<file path="config.mk">
export PLATFORM = sky130hd
export DESIGN_NAME = epoch_seconds_to_age_flat
export DESIGN_NICKNAME = d
export VERILOG_FILES = /design/src/rtl/core/ete_pkg.sv /design/src/rtl/core/ete_in_if.sv /design/src/rtl/core/ete_out_if.sv /design/src/rtl/core/ete_ctrl.sv /design/src/rtl/core/ete_dpath.sv /design/src/rtl/core/epoch_seconds_to_age.sv /design/src/flat_wrapper.sv
export SDC_FILE = /design/constraint.sdc
export NUM_CORES = 1
export LEC_CHECK = 0
export BUFFER_PORTS_ARGS = -buffer_cell sky130_fd_sc_hd__buf_4
export CORE_ASPECT_RATIO = 1.5
export CORE_MARGIN = 2
export CORE_UTILIZATION = 45
export DETAILED_ROUTE_END_ITERATION = 10
export GPL_TIMING_DRIVEN = 0
export SYNTH_ARGS = -nofsm -noshare
export SYNTH_HDL_FRONTEND = slang
export SYNTH_SLANG_ARGS = --single-unit
</file>
<file path="constraint.sdc">
create_clock -name i_clk -period 15.1 [get_ports i_clk]
set_input_delay 0.755 -clock i_clk [delete_from_list [all_inputs] [get_ports i_clk]]
set_output_delay 0.755 -clock i_clk [all_outputs]
set_load 0.05 [all_outputs]
</file>
<file path="src/rtl/core/ete_pkg.sv">
package ete_pkg;

    localparam logic [31:0] LOCAL_OFFSET_S = 32'd10800;
    localparam logic [31:0] SEC_PER_DAY    = 32'd86400;
    localparam logic [31:0] MAX_LOCAL_S    = 32'd4102444799;
    localparam logic [11:0] BASE_YEAR      = 12'd1970;
    localparam logic [15:0] DAYS_PER_BLOCK = 16'd1461;

    // days = ((t >> 7) * DAY_RECIP) >> 35, exact for every 32-bit t (86400 = 128 * 675)
    localparam logic [25:0] DAY_RECIP      = 26'd50903317;

    localparam logic [4:0]  BIRTH_DAY_RST   = 5'd1;
    localparam logic [3:0]  BIRTH_MONTH_RST = 4'd1;
    localparam logic [11:0] BIRTH_YEAR_RST  = 12'd1970;

    localparam logic [3:0]  LAST_MONTH = 4'd11;
    localparam logic [3:0]  FEB        = 4'd1;

    typedef logic [1:0] t_cfg_idx;
    localparam t_cfg_idx CFG_BIRTH_DAY   = 2'd0;
    localparam t_cfg_idx CFG_BIRTH_MONTH = 2'd1;
    localparam t_cfg_idx CFG_BIRTH_YEAR  = 2'd2;

    typedef struct packed {
        logic load;
        logic div_step;
        logic blk_step;
        logic yr_step;
        logic mo_step;
        logic out_load;
    } t_cmd;

    typedef struct packed {
        logic blk_done;
        logic yr_done;
        logic mo_done;
    } t_stat;

    function automatic logic [4:0] month_len(input logic [3:0] month, input logic leap);
        logic [4:0] len;
        case (month)
            4'd1:                len = leap ? 5'd29 : 5'd28;
            4'd3, 4'd5, 4'd8,
            4'd10:               len = 5'd30;
            default:             len = 5'd31;
        endcase
        return len;
    endfunction

endpackage

</file>
<file path="src/rtl/core/ete_in_if.sv">
interface ete_in_if;
    logic        valid;
    logic        ready;
    logic [31:0] now_seconds;

    modport source (output valid, output now_seconds, input ready);
    modport sink   (input valid, input now_seconds, output ready);
endinterface

</file>
<file path="src/rtl/core/ete_out_if.sv">
interface ete_out_if;
    logic               valid;
    logic               ready;
    logic        [11:0] cur_year;
    logic        [3:0]  cur_month;
    logic        [4:0]  cur_day;
    logic signed [8:0]  age_years;

    modport source (output valid, output cur_year, output cur_month, output cur_day,
                    output age_years, input ready);
    modport sink   (input valid, input cur_year, input cur_month, input cur_day,
                    input age_years, output ready);
endinterface

</file>
<file path="src/rtl/core/ete_ctrl.sv">
module ete_ctrl
    import ete_pkg::*;
(
    input  logic  i_clk,
    input  logic  i_rst_n,
    input  logic  i_in_valid,
    output logic  o_in_ready,
    input  logic  i_out_ready,
    output logic  o_out_valid,
    input  t_stat i_stat,
    output t_cmd  o_cmd
);

    typedef enum logic [5:0] {
        S_IDLE   = 6'b000001,
        S_DIV    = 6'b000010,
        S_BLOCK  = 6'b000100,
        S_YEAR   = 6'b001000,
        S_MONTH  = 6'b010000,
        S_FINISH = 6'b100000
    } t_state;

    t_state r_state, n_state;
    logic   r_out_valid, n_out_valid;

    always_comb begin
        n_state = r_state;
        o_cmd   = '0;
        unique case (r_state)
            S_IDLE: begin
                if (i_in_valid) begin
                    o_cmd.load = 1'b1;
                    n_state    = S_DIV;
                end
            end
            S_DIV: begin
                o_cmd.div_step = 1'b1;
                n_state        = S_BLOCK;
            end
            S_BLOCK: begin
                if (i_stat.blk_done) n_state = S_YEAR;
                else o_cmd.blk_step = 1'b1;
            end
            S_YEAR: begin
                if (i_stat.yr_done) n_state = S_MONTH;
                else o_cmd.yr_step = 1'b1;
            end
            S_MONTH: begin
                if (i_stat.mo_done) n_state = S_FINISH;
                else o_cmd.mo_step = 1'b1;
            end
            S_FINISH: begin
                if (!r_out_valid || i_out_ready) begin
                    o_cmd.out_load = 1'b1;
                    n_state        = S_IDLE;
                end
            end
            default: n_state = S_IDLE;
        endcase
    end

    always_comb begin
        n_out_valid = r_out_valid;
        if (o_cmd.out_load) n_out_valid = 1'b1;
        else if (i_out_ready) n_out_valid = 1'b0;
    end

    always_ff @(posedge i_clk) begin
        if (!i_rst_n) begin
            r_state     <= S_IDLE;
            r_out_valid <= 1'b0;
        end else begin
            r_state     <= n_state;
            r_out_valid <= n_out_valid;
        end
    end

    assign o_in_ready  = (r_state == S_IDLE);
    assign o_out_valid = r_out_valid;

endmodule

</file>
<file path="src/rtl/core/ete_dpath.sv">
module ete_dpath
    import ete_pkg::*;
(
    input  logic               i_clk,
    input  logic               i_rst_n,
    input  logic               i_cfg_we,
    input  t_cfg_idx           i_cfg_index,
    input  logic        [11:0] i_cfg_data,
    input  logic        [31:0] i_now_seconds,
    input  t_cmd               i_cmd,
    output t_stat              o_stat,
    output logic        [11:0] o_cur_year,
    output logic        [3:0]  o_cur_month,
    output logic        [4:0]  o_cur_day,
    output logic signed [8:0]  o_age_years
);

    logic        [4:0]  r_birth_day;
    logic        [3:0]  r_birth_month;
    logic        [11:0] r_birth_year;

    logic        [24:0] r_local;
    logic        [15:0] r_days;
    logic        [11:0] r_year;
    logic        [3:0]  r_month;

    logic        [11:0] r_out_year;
    logic        [3:0]  r_out_month;
    logic        [4:0]  r_out_day;
    logic signed [8:0]  r_out_age;

    logic        [32:0] w_local;
    logic        [24:0] w_local_sat;
    logic        [50:0] w_days_prod;
    logic               w_leap;
    logic        [8:0]  w_ylen;
    logic        [4:0]  w_mlen;
    logic        [3:0]  w_month1;
    logic        [4:0]  w_day1;
    logic               w_bday_past;
    logic signed [13:0] w_age;
    logic signed [8:0]  w_age_sat;

    assign w_local     = {1'b0, i_now_seconds} + {1'b0, LOCAL_OFFSET_S};
    assign w_local_sat = (w_local > {1'b0, MAX_LOCAL_S}) ? MAX_LOCAL_S[31:7] : w_local[31:7];

    assign w_days_prod = {26'd0, r_local} * {25'd0, DAY_RECIP};

    assign w_leap = (r_year[1:0] == 2'd0);
    assign w_ylen = w_leap ? 9'd366 : 9'd365;
    assign w_mlen = month_len(r_month, w_leap);

    assign o_stat.blk_done = (r_days < DAYS_PER_BLOCK);
    assign o_stat.yr_done  = (r_days < {7'd0, w_ylen});
    assign o_stat.mo_done  = (r_days < {11'd0, w_mlen}) || (r_month == LAST_MONTH);

    assign w_month1    = r_month + 4'd1;
    assign w_day1      = r_days[4:0] + 5'd1;
    assign w_bday_past = (r_birth_month < w_month1) ||
                         ((r_birth_month == w_month1) && (r_birth_day <= w_day1));
    assign w_age       = $signed({2'b00, r_year}) - $signed({2'b00, r_birth_year})
                         - 14'sd1 + (w_bday_past ? 14'sd1 : 14'sd0);
    assign w_age_sat   = (w_age > 14'sd255)  ? 9'sd255 :
                         (w_age < -14'sd256) ? -9'sd256 : w_age[8:0];

    always_ff @(posedge i_clk) begin
        if (!i_rst_n) begin
            r_birth_day   <= BIRTH_DAY_RST;
            r_birth_month <= BIRTH_MONTH_RST;
            r_birth_year  <= BIRTH_YEAR_RST;
        end else if (i_cfg_we) begin
            unique case (i_cfg_index)
                CFG_BIRTH_DAY:   r_birth_day   <= i_cfg_data[4:0];
                CFG_BIRTH_MONTH: r_birth_month <= i_cfg_data[3:0];
                CFG_BIRTH_YEAR:  r_birth_year  <= i_cfg_data;
                default: ;
            endcase
        end
    end

    always_ff @(posedge i_clk) begin
        if (i_cmd.load) begin
            r_local <= w_local_sat;
            r_days  <= '0;
            r_year  <= BASE_YEAR;
            r_month <= '0;
        end else if (i_cmd.div_step) begin
            r_days <= w_days_prod[50:35];
        end else if (i_cmd.blk_step) begin
            r_days <= r_days - DAYS_PER_BLOCK;
            r_year <= r_year + 12'd4;
        end else if (i_cmd.yr_step) begin
            r_days <= r_days - {7'd0, w_ylen};
            r_year <= r_year + 12'd1;
        end else if (i_cmd.mo_step) begin
            r_days  <= r_days - {11'd0, w_mlen};
            r_month <= r_month + 4'd1;
        end
    end

    always_ff @(posedge i_clk) begin
        if (i_cmd.out_load) begin
            r_out_year  <= r_year;
            r_out_month <= w_month1;
            r_out_day   <= w_day1;
            r_out_age   <= w_age_sat;
        end
    end

    assign o_cur_year  = r_out_year;
    assign o_cur_month = r_out_month;
    assign o_cur_day   = r_out_day;
    assign o_age_years = r_out_age;

endmodule

</file>
<file path="src/rtl/core/epoch_seconds_to_age.sv">
// Converts a Unix timestamp to the local (UTC+3) calendar date and the completed
// age in years against the birth date held in the configuration registers; times
// past the end of 2099 read as 2099-12-31. One beat is taken at a time: an item
// passes from acceptance to a loaded result through a reciprocal multiply to
// whole days, one step per 4-year block (up to 32), per remaining year (up to
// 3) and per month (up to 11), never more than 45 such steps in all, a closing
// check for each of those three stages, and a final output load that waits
// while an earlier result is still uncollected. The result register frees the
// input side, so the next beat is taken while a result waits to be collected.
module epoch_seconds_to_age
    import ete_pkg::*;
(
    input  logic        i_clk,
    input  logic        i_rst_n,
    input  logic        i_cfg_we,
    input  t_cfg_idx    i_cfg_index,
    input  logic [11:0] i_cfg_data,
    ete_in_if.sink      i_in,
    ete_out_if.source   o_out
);

    t_cmd  w_cmd;
    t_stat w_stat;

    ete_ctrl u_ctrl (
        .i_clk       (i_clk),
        .i_rst_n     (i_rst_n),
        .i_in_valid  (i_in.valid),
        .o_in_ready  (i_in.ready),
        .i_out_ready (o_out.ready),
        .o_out_valid (o_out.valid),
        .i_stat      (w_stat),
        .o_cmd       (w_cmd)
    );

    ete_dpath u_dpath (
        .i_clk         (i_clk),
        .i_rst_n       (i_rst_n),
        .i_cfg_we      (i_cfg_we),
        .i_cfg_index   (i_cfg_index),
        .i_cfg_data    (i_cfg_data),
        .i_now_seconds (i_in.now_seconds),
        .i_cmd         (w_cmd),
        .o_stat        (w_stat),
        .o_cur_year    (o_out.cur_year),
        .o_cur_month   (o_out.cur_month),
        .o_cur_day     (o_out.cur_day),
        .o_age_years   (o_out.age_years)
    );

endmodule

</file>
<file path="src/flat_wrapper.sv">
// flat-port wrapper written by rule: the top's interface ports become plain ports
module epoch_seconds_to_age_flat import ete_pkg::*;
  (i_clk, i_rst_n, i_cfg_we, i_cfg_index, i_cfg_data, i_in_valid, i_in_now_seconds, i_in_ready, o_out_valid, o_out_cur_year, o_out_cur_month, o_out_cur_day, o_out_age_years, o_out_ready);
  ete_in_if i_in_i ();
  ete_out_if o_out_i ();
  input  logic i_clk;
  input  logic i_rst_n;
  input  logic i_cfg_we;
  input  t_cfg_idx i_cfg_index;
  input  logic [11:0] i_cfg_data;
  input wire logic [$bits(i_in_i.valid)-1:0] i_in_valid;
  input wire logic [$bits(i_in_i.now_seconds)-1:0] i_in_now_seconds;
  output wire logic [$bits(i_in_i.ready)-1:0] i_in_ready;
  output wire logic [$bits(o_out_i.valid)-1:0] o_out_valid;
  output wire logic [$bits(o_out_i.cur_year)-1:0] o_out_cur_year;
  output wire logic [$bits(o_out_i.cur_month)-1:0] o_out_cur_month;
  output wire logic [$bits(o_out_i.cur_day)-1:0] o_out_cur_day;
  output wire logic [$bits(o_out_i.age_years)-1:0] o_out_age_years;
  input wire logic [$bits(o_out_i.ready)-1:0] o_out_ready;
  assign i_in_i.valid = i_in_valid;
  assign i_in_i.now_seconds = i_in_now_seconds;
  assign i_in_ready = i_in_i.ready;
  assign o_out_valid = o_out_i.valid;
  assign o_out_cur_year = o_out_i.cur_year;
  assign o_out_cur_month = o_out_i.cur_month;
  assign o_out_cur_day = o_out_i.cur_day;
  assign o_out_age_years = o_out_i.age_years;
  assign o_out_i.ready = o_out_ready;
  epoch_seconds_to_age u_core (.i_clk(i_clk), .i_rst_n(i_rst_n), .i_cfg_we(i_cfg_we), .i_cfg_index(i_cfg_index), .i_cfg_data(i_cfg_data), .i_in(i_in_i), .o_out(o_out_i));
endmodule
</file>
==> results by group <==
Layout
  – Fraction of layout cells with a size suffix above 1: 7.54%
  – Fillers: 3586
  – ANT cells: 0
  – Fin nets: 2471
  – Area grow syn2layout: 10.6%
  – Multi-input logic area: 12500 um^2
  – Register area: 2850 um^2
  – Layout Cells excl Fill: 2413

Hold path
  – HP Start: u_core.u_dpath.r_birth_year[11]
  – Hold-critical path depth: 2
  – Hold endpoint: u_core.u_dpath.r_birth_year[11]
  – Hold/Removal Path Class: reg2reg

Clock network
  – Longest Clk Path Bufs: 2
  – Post-CTS Resized: 0
  – CTS tree: yes
  – CTS H-Tree Depth: 4
  – Worst-Skew Late Latency: 0.43 ns
  – Clock root buffer: clkbuf_16
  – Clock transition at the registers of the reported paths: 0.06 ns
  – Hold Buf Count CTS: 0
  – Total setup buffers inserted after CTS: 0
  – CTS sink count: 115
  – CTS buffer count: 17

Setup path
  – Crit-path max FO: 11
  – Length in cells of the worst reg-to-reg path: 23
  – Critical-path cell list: inv_1 -> ha_1 -> inv_1 -> fa_1 -> ha_1 -> inv_1 -> fa_1 -> inv_1 -> fa_1 -> fa_1 -> inv_1 -> fa_1 -> inv_1 -> ha_1 -> a21oi_1 -> o21ai_0 -> o21ai_0 -> a21oi_1 -> nor3_1 -> o21bai_1 -> a221oi_1 -> xor2_1 -> a211oi_2
  – Reg-to-reg critical path startpoint: u_core.u_dpath.r_local[5]
  – R2R Path End: u_core.u_dpath.r_days[13]
  – CP Class: reg2reg
  – R2R setup slack: 7.55 ns
  – Worst setup EP type: flip-flop
  – Crit-path slowest cell: edfxtp_1
  – Crit path launch type: flip-flop
  – Critical path's most frequent cell: inv_1
  – Crit path required time: 15.39 ns
  – CP max stage delay: 0.79 ns
  – Worst EP arrival: 7.83 ns

Timing
  – Hold WS: 0.469 ns
  – Tmin final: 7.55 ns
  – Fin. Hold Viols: 0
  – Worst-Margin Slew: 0.973 ns
  – Fin. max-slew vios: 0
  – RSZ-0062 raised after global routing: false
  – Setup TNS: 0 ns
  – Final setup vio count: 0
  – Max-slew headroom: 35.1%
  – FMAX: 133 MHz
  – Worst Slack Setup Final: 7.55 ns
  – Final Skew: 0.0108 ns
  – Fin crit share: 50.0%

Yosys
  – Number of distinct library cells after synthesis: 82
  – Top cells by area, synth: ha_1, fa_1, edfxtp_1
  – Seq/Total Area, Yosys: 16.8%
  – Top cell type's share of synthesized area: 24.0%
  – Yosys warning count: 0
  – Largest area contributor in the netlist: ha_1
  – Main flop type after synthesis: dfxtp_1
  – Number of flops mapped to enable cells by yosys: 55
  – Post-synthesis cell count: 1815
  – Syn nets: 2375
  – Yosys reg bits: 115
  – Fraction of registers with async set/reset: 0%
  – Avg Cell Area, Syn: 9.36 um^2
  – Synth Cell Area: 17000 um^2

Floorplanning
  – Floorplan row count: 87
  – Die width: 163 um
  – Die area: 39400 um^2
  – Initial Utilization: 45.4%
  – IO Pins: 83
  – Die H: 242 um
  – Core area: 37400 um^2

Global route
  – Most used routing layer: met2
  – Largest net degree at the start of global routing: 35
  – Met2 Usage GRT: 44.6%
  – Met1 Resource Use GR: 22.5%
  – Met3 GRT Util: 3.58%
  – Number of global-route vias before repair: 13683
  – GRT overflow: 0
  – Initial antenna violation count: 1
  – Total global-route track usage: 22.3%
  – Global-route wire length before repair: 68.6 mm

Placement
  – Routability congestion estimate: 0.911
  – # port buffers: 77
  – Pre-CTS WS: 7.58 ns
  – Post-Place Cells: 2381
  – Hpwl dp: 36.0 mm

Detailed routing
  – First DRT Iteration DRCs: 480
  – Residual DRC: 0
  – Initial DRT Pass Iterations: 4
  – Avg WL per Cell: 17.5 um
  – Final wirelength: 42.2 mm
  – Avg Vias per Cell: 5.29
  – Antenna viol nets, final: 0
  – Routed vias: 12768

Flow run
  – Maxcap violations: 0

Run status
  – Status: finished clean
critical path: cells and delay by family (launching register included):
kind,cells,cell delay [ns]
AOI/OAI and AO/OA,7,1.67
xor gates and xnor gates,1,0.26
adders and majority gates,8,3.49
buffers and inverters,6,0.50
DFF,1,0.79
and+or+nand+nor,1,0.69
worst max path at each step:
stage,startpoint,end,slack [ns],cells past startpoint
2_1_floorplan,u_core.u_dpath.r_local[19],u_core.u_dpath.r_days[10],8.90,21
3_3_place_gp,u_core.u_dpath.r_local[5],u_core.u_dpath.r_days[13],7.62,23
3_5_place_dp,u_core.u_dpath.r_local[5],u_core.u_dpath.r_days[13],7.58,23
4_1_cts,u_core.u_dpath.r_local[5],u_core.u_dpath.r_days[13],7.54,23
5_1_grt,u_core.u_dpath.r_local[5],u_core.u_dpath.r_days[10],7.19,23
6_report,u_core.u_dpath.r_local[5],u_core.u_dpath.r_days[13],7.55,23
metal layers:
metal | share of wire (%) | vias up
met5 | 0 | -
met4 | 3.9 | 0
met3 | 3.3 | 73
met2 | 56 | 190
met1 | 36 | 6233
li1 | - | 6272
state kept, by name, summed over array words and instances, names as in the netlist:
name	flops
u_core.u_dpath.r_days	16
u_core.u_dpath.r_birth_day	5
u_core.u_dpath.r_month	4
u_core.u_dpath.o_cur_year	12
u_core.u_dpath.o_age_years	9
u_core.u_dpath.r_year	12
u_core.u_dpath.r_local	25
u_core.u_ctrl.r_state	6
u_core.u_dpath.o_cur_month	4
u_core.u_ctrl.o_out_valid	1
u_core.u_dpath.o_cur_day	5
u_core.u_dpath.r_birth_year	12
u_core.u_dpath.r_birth_month	4
through the flow:
step | area (um^2) | utilization, %
final | 18800 | 50.2
after global routing | 18800 | 50.2
after CTS | 18800 | 50.2
after detailed placement | 18200 | 48.6
after global placement | 18200 | 48.6
after floorplan | 17000 | -
cells in the final DEF, fill, tap and decap left out, drive strengths merged, types with 13 or more instances in the layout:
master	n
inv	403
a211oi	25
nand2	109
nor2b	19
nand3	34
nor3	22
a21oi	71
clkbuf	42
o21ai	58
nand2b	14
fa	183
nor2	66
xnor2	49
and3	15
xor2	33
ha	326
o211ai	26
buf	86
o21a	13
dfxtp	60
a21o	19
edfxtp	55
nand4	14
logic make-up (layout without fill, tap and decap cells):
family | count (synthesis) | after routing | synth area share (%)
xor gates and xnor gates | 82 | 82 | 4.23
buffers and inverters | 434 | 543 | 9.67
and+or+nand+nor | 358 | 358 | 10.8
DFF | 115 | 115 | 16.8
adders and majority gates | 509 | 509 | 45.6
AOI/OAI and AO/OA | 304 | 304 | 12.2
muxes | 13 | 13 | 0.780
area by class of cell:
class / instances / area share (%)
buffer: 31 / 0.699
clock buffer: 20 / 2.38
clock inverter: 12 / 0.832
inverter: 403 / 8.05
multi-input combinational: 1266 / 66.5
sequential: 115 / 15.2
tap: 489 / 3.26
timing repair buffer: 77 / 3.08
Yosys cell counts (9+ instances only):
cell,count
ha_1,326
mux2i_1,11
a211oi_1,23
nor2_1,66
nand3_1,33
nor4_1,11
a21o_1,19
dfxtp_1,60
a31oi_1,9
nand2b_1,14
nand2_1,109
xor2_1,33
o22ai_1,9
xnor2_1,49
nor2b_1,19
o21a_1,13
inv_1,402
clkbuf_1,22
fa_1,183
edfxtp_1,55
a21oi_1,71
o211ai_1,26
nor3_1,20
a21boi_0,9
or2_2,9
and3_1,15
nand4_1,14
o21ai_0,54
Power is left out: the tool's default activity adds up to more than one toggle a clock period on the data nets, which glitch-free logic cannot reach.
